**src/rtl/core/ffbp_pkg.sv**
```systemverilog
// ============================================================================
// ffbp_pkg
// shared widths, constants and the item token carried along the bin cell row
// ============================================================================
`default_nettype none

package ffbp_pkg;

    localparam int SIZE_W       = 17;        // item size and bin fill, unsigned Q1.16
    localparam int BIN_INDEX_W  = 9;         // bin_index field
    localparam int BINS_USED_W  = 10;        // bins_used field
    localparam int MAX_BINS_DEF = 512;

    localparam logic [SIZE_W-1:0] CAP_RESET = 17'h10000;  // 1.0

    // one item as it walks from cell to cell
    typedef struct packed {
        logic              valid;
        logic              first;    // empty every bin it passes
        logic              placed;   // already taken by an earlier cell
        logic [SIZE_W-1:0] size;
    } tok_t;

endpackage

`default_nettype wire

```
**src/rtl/core/ffbp_cell.sv**
```systemverilog
// ============================================================================
// ffbp_cell
// one bin: holds its fill and open flag, tries to take the passing item
// ============================================================================
`default_nettype none

module ffbp_cell #(
    parameter int IDX_W    = 9,
    parameter int CNT_W    = 10,
    parameter int CELL_IDX = 0
) (
    input  wire logic                      clk,
    input  wire logic                      rst_n,
    input  wire logic                      advance,
    input  wire logic [ffbp_pkg::SIZE_W-1:0] cap,
    input  wire ffbp_pkg::tok_t            tok_in,
    input  wire logic [IDX_W-1:0]          chosen_in,
    input  wire logic [CNT_W-1:0]          used_in,
    output ffbp_pkg::tok_t                 tok_out,
    output logic [IDX_W-1:0]               chosen_out,
    output logic [CNT_W-1:0]               used_out
);
    import ffbp_pkg::*;

    logic [SIZE_W-1:0] fill_reg;
    logic [SIZE_W-1:0] fill_next;
    logic              open_reg;
    logic              open_next;
    logic              open_eff;
    logic [SIZE_W:0]   sum;
    logic              fits;
    logic              place_here;
    logic              open_here;
    logic              try_item;

    tok_t              tok_reg;
    tok_t              tok_next;
    logic [IDX_W-1:0]  chosen_reg;
    logic [IDX_W-1:0]  chosen_next;
    logic [CNT_W-1:0]  used_reg;
    logic [CNT_W-1:0]  used_next;

    always_comb
    begin
        // a first item empties this bin before it looks at it
        open_eff   = open_reg & ~(tok_in.valid & tok_in.first);
        sum        = {1'b0, fill_reg} + {1'b0, tok_in.size};
        fits       = (sum <= {1'b0, cap});
        try_item   = tok_in.valid & ~tok_in.placed;
        place_here = try_item & open_eff & fits;
        open_here  = try_item & ~open_eff & (tok_in.size <= cap);

        open_next  = open_eff | open_here;
        if (place_here)
        begin
            fill_next = sum[SIZE_W-1:0];
        end
        else if (open_here)
        begin
            fill_next = tok_in.size;
        end
        else
        begin
            fill_next = fill_reg;
        end

        tok_next        = tok_in;
        tok_next.placed = tok_in.placed | place_here | open_here;
        chosen_next     = (place_here | open_here) ? IDX_W'(CELL_IDX) : chosen_in;
        used_next       = used_in + {{(CNT_W-1){1'b0}}, open_next};
    end

    always_ff @(posedge clk or negedge rst_n)
    begin
        if (!rst_n)
        begin
            open_reg <= 1'b0;
            tok_reg  <= '0;
        end
        else if (advance)
        begin
            open_reg <= open_next;
            tok_reg  <= tok_next;
        end
    end

    always_ff @(posedge clk)
    begin
        if (advance)
        begin
            fill_reg   <= fill_next;
            chosen_reg <= chosen_next;
            used_reg   <= used_next;
        end
    end

    assign tok_out    = tok_reg;
    assign chosen_out = chosen_reg;
    assign used_out   = used_reg;

endmodule

`default_nettype wire

```
**config.mk**
```make
export PLATFORM = sky130hd
export DESIGN_NAME = ffbp_cell
export DESIGN_NICKNAME = d
export VERILOG_FILES = /design/src/rtl/core/ffbp_pkg.sv /design/src/rtl/core/ffbp_cell.sv
export SDC_FILE = /design/constraint.sdc
export NUM_CORES = 1
export LEC_CHECK = 0
export ABC_AREA = 0
export BUFFER_PORTS_ARGS = -buffer_cell sky130_fd_sc_hd__buf_2
export CAP_MARGIN = 20
export CORE_UTILIZATION = 49
export CTS_CLUSTER_SIZE = 10
export DETAILED_ROUTE_END_ITERATION = 12
export GPL_TIMING_DRIVEN = 1
export HOLD_SLACK_MARGIN = 0.06
export PLACE_DENSITY = 0.77
export SETUP_SLACK_MARGIN = 0.2
export SLEW_MARGIN = 10
export SYNTH_ARGS = -nofsm -noshare
export SYNTH_HDL_FRONTEND = slang
export SYNTH_SLANG_ARGS = --single-unit
```
**constraint.sdc**
```tcl
create_clock -name clk -period 3.81 [get_ports clk]
set_input_delay 0 -clock clk [delete_from_list [all_inputs] [get_ports clk]]
set_output_delay 0 -clock clk [all_outputs]
set_load 0.005 [all_outputs]
```
==> flow_metrics.py <==
metrics = {
    "setup_path": {
        "crit_buf_inv": 2,
        "crit_arrival_ns": 4.07,
        "cp_slowest_stage_delay_ns": 0.40,
        "crit_chain": "ha_1 -> nand2_1 -> a211oi_2 -> o21ai_2 -> a31oi_2 -> xor2_1 -> ha_1 -> a21o_1 -> a211oi_2 -> o221ai_2 -> o31ai_4 -> nand3_4 -> buf_4 -> buf_16 -> mux2_4",
        "path_delay_family": "compound AO/OA/AOI/OAI gates",
        "critPathKind": "reg2reg",
        "crit_path_start_kind": "flop",
        "path_max_fanout": 5,
        "reg2regPathDepth": 15,
        "slowest_stage": "edfxtp_1",
        "cp-end-kind": "flop",
        "crit_required_ns": 3.91,
        "r2r_start": "fill_reg[7]$_DFFE_PP_",
        "reg2reg_slack_ns": -0.16,
        "reg2reg_to": "fill_reg[7]$_DFFE_PP_",
    },
    "floorplanning": {
        "die_area_sq_mm": 0.00847,
        "dieWidth_um": 92.0,
        "die_h_um": 92.0,
        "ios": 98,
        "num_rows": 32,
        "design.core.area_sq_mm": 0.00777,
        "start_util_pct": 51.1,
    },
    "logic_synthesis": {
        "netlist-cell-type-count": 47,
        "ys.flop_type": "edfxtp_1",
        "syn_nets": 468,
        "synth-seq-cells": 57,
        "synth_edf_count": 36,
        "synthCells": 355,
        "netlist_area_sq_mm": 0.00397,
        "async_flop_share_pct": 36.8,
        "yosysSeqAreaShare_pct": 40.5,
        "syn_avg_cell_area_sq_um": 11.2,
        "ys_warn_count": 0,
    },
    "power_and_ir_drop": {
        "p_int_mw": 1.51,
        "comb_power_share_pct": 28.2,
        "power_density_mw_per_mm2": 366,
        "totalPowerFinal_mw": 2.10,
        "switching_share_pct": 28.2,
        "p_sw_mw": 0.593,
        "leakage_nw": 2.66,
        "p_clk_share_pct": 37.0,
        "sequentialPowerShare_pct": 34.9,
        "peakVddDrop_v": 0.000233,
    },
    "routing": {
        "ant_nets": 0,
        "first_iter_violations": 328,
        "num_vias": 3620,
        "drt-pass1-iter-count": 5,
        "drc": 0,
        "routed_wl_um": 12300,
        "wire_per_inst_um": 19.5,
        "viasPerCell": 5.76,
    },
    "grt": {
        "grt_pass1_vias": 3759,
        "grt.overflow.total": 0,
        "grtUsageTotal_pct": 27.9,
        "grt_antenna_before_repair": 0,
        "grt_max_degree": 44,
        "grt_pass1_wl_um": 18200,
    },
    "clock_tree": {
        "cts_buffers": 9,
        "clock_path_buffers": 2,
        "htreeDepth": 3,
        "path_clk_slew_ns": 0.07,
        "worstSkewPairLatency_ns": 0.35,
        "tritoncts": "yes",
        "clockRootBuffer": "clkbuf_8",
        "cts.sinks": 57,
    },
    "flow_run": {
        "drv_cap": 0,
    },
    "timing": {
        "skew_ns": 0.0100,
        "maxSlewViolCount": 0,
        "post-route-period-util_pct": 104,
        "tns_ns": -4.17,
        "worst_slew_pin_slew_ns": 0.957,
        "hold_violations": 0,
        "whs_ns": 0.157,
        "rsz0062_at_grt": "yes",
        "setup_viol": 32,
        "fmax_mhz": 252,
        "finalWorstSetupSlack_ns": -0.158,
        "layout_min_cycle_time_ns": 3.97,
        "maxSlewHeadroom_pct": 36.2,
    },
    "cells_and_area": {
        "nets": 634,
        "largest_reg_flops": 20,
        "antenna_cells": 0,
        "area_delta_synth_final_pct": 44.6,
        "drive_gt1_share_pct": 40.9,
        "fin_area_sq_mm": 0.00574,
        "final_cell_mix": "buf_2, ha_1, dlygate4sd3_1, edfxtp_1, inv_1",
        "final_common_cell": "buf_2",
        "final_cells": 628,
        "post-route-util_pct": 74.0,
    },
    "status": {
        "status": "finished, violations left",
        "violations": "setup timing",
    },
    "placement": {
        "finalWeightedCongestion": 0.891,
        "port_buffers": 97,
        "dp_cells": 556,
        "dpl_cell_area_sq_mm": 0.00464,
        "hpwl_um": 7010,
        "preCtsSetupSlack_ns": -0.0502,
    },
    "min_path": {
        "hp-class": "in2async",
    },
}
## logic make-up after synthesis
logic type	Yosys count	synth area share, %
compound gates	78	13.3
xor+xnor	23	5.07
fa+ha+maj	54	17.2
flops	57	40.5
mux	33	10.6
buf+inv	35	3.69
simple gates	75	9.64
## Yosys cell counts (7+ instances only)
cell	n	share of area, %
o21ai_0	10	1.3
ha_1	53	17
edfxtp_1	36	27
dfrtp_1	21	13
nor2_1	7	0.66
xnor2_1	18	4.0
nand2_1	24	2.3
and2_1	10	1.6
a211oi_1	7	1.3
nand3_1	12	1.5
mux2_4	14	5.3
a21o_1	9	1.7
inv_1	30	2.8
mux2_2	18	5.1
a21oi_1	23	2.9
## final cells by class
| type | instances | area, sq um |
|---|---|---|
| multi-input combinational | 263 | 2480 |
| fill | 471 | 2020 |
| sequential | 57 | 1610 |
| timing repair buffer | 160 | 1150 |
| clock inverter | 7 | 141 |
| tap | 102 | 128 |
| clock buffer | 9 | 124 |
| inverter | 30 | 113 |
## power groups by stage
stage | clock [mW] | combinational [mW] | sequential, mW
global route | 0.808 | 0.638 | 0.737
CTS | 0.777 | 0.518 | 0.729
detailed placement | 0 | 0.444 | 0.742
floorplan | 0 | 0.276 | 0.745
finish | 0.776 | 0.591 | 0.732
global placement | 0 | 0.429 | 0.739
## layer usage
metal / up-vias / GRT usage (%) / part of all wire (%)
met4: 0 / 16.1 / 5.4
met1: 1733 / 31.7 / 39
met2: 171 / 48.9 / 51
li1: 1653 / - / -
met5: - / 0 / 0
met3: 63 / 5.06 / 5.0
## worst max-delay path by stage
stage	start	to	slack, ns	cells after the start
floorplan	fill_reg[0]$_DFFE_PP_	fill_reg[0]$_DFFE_PP_	0.23	17
global placement	fill_reg[0]$_DFFE_PP_	fill_reg[8]$_DFFE_PP_	0.05	17
detailed placement	fill_reg[0]$_DFFE_PP_	fill_reg[8]$_DFFE_PP_	-0.05	17
CTS	fill_reg[7]$_DFFE_PP_	fill_reg[10]$_DFFE_PP_	0.07	15
global route	fill_reg[7]$_DFFE_PP_	fill_reg[1]$_DFFE_PP_	-0.33	16
finish	fill_reg[7]$_DFFE_PP_	fill_reg[7]$_DFFE_PP_	-0.16	15
## what timing repair did
action,CTS,global route
cloned,1,2
hold buffers,41,0
hold endpoints to repair,76,0
gates resized for setup,24,30
setup buffers,6,6
pin swaps,1,10
endpoints found under the setup margin,44,44
(Power assumes the default switching activity.)
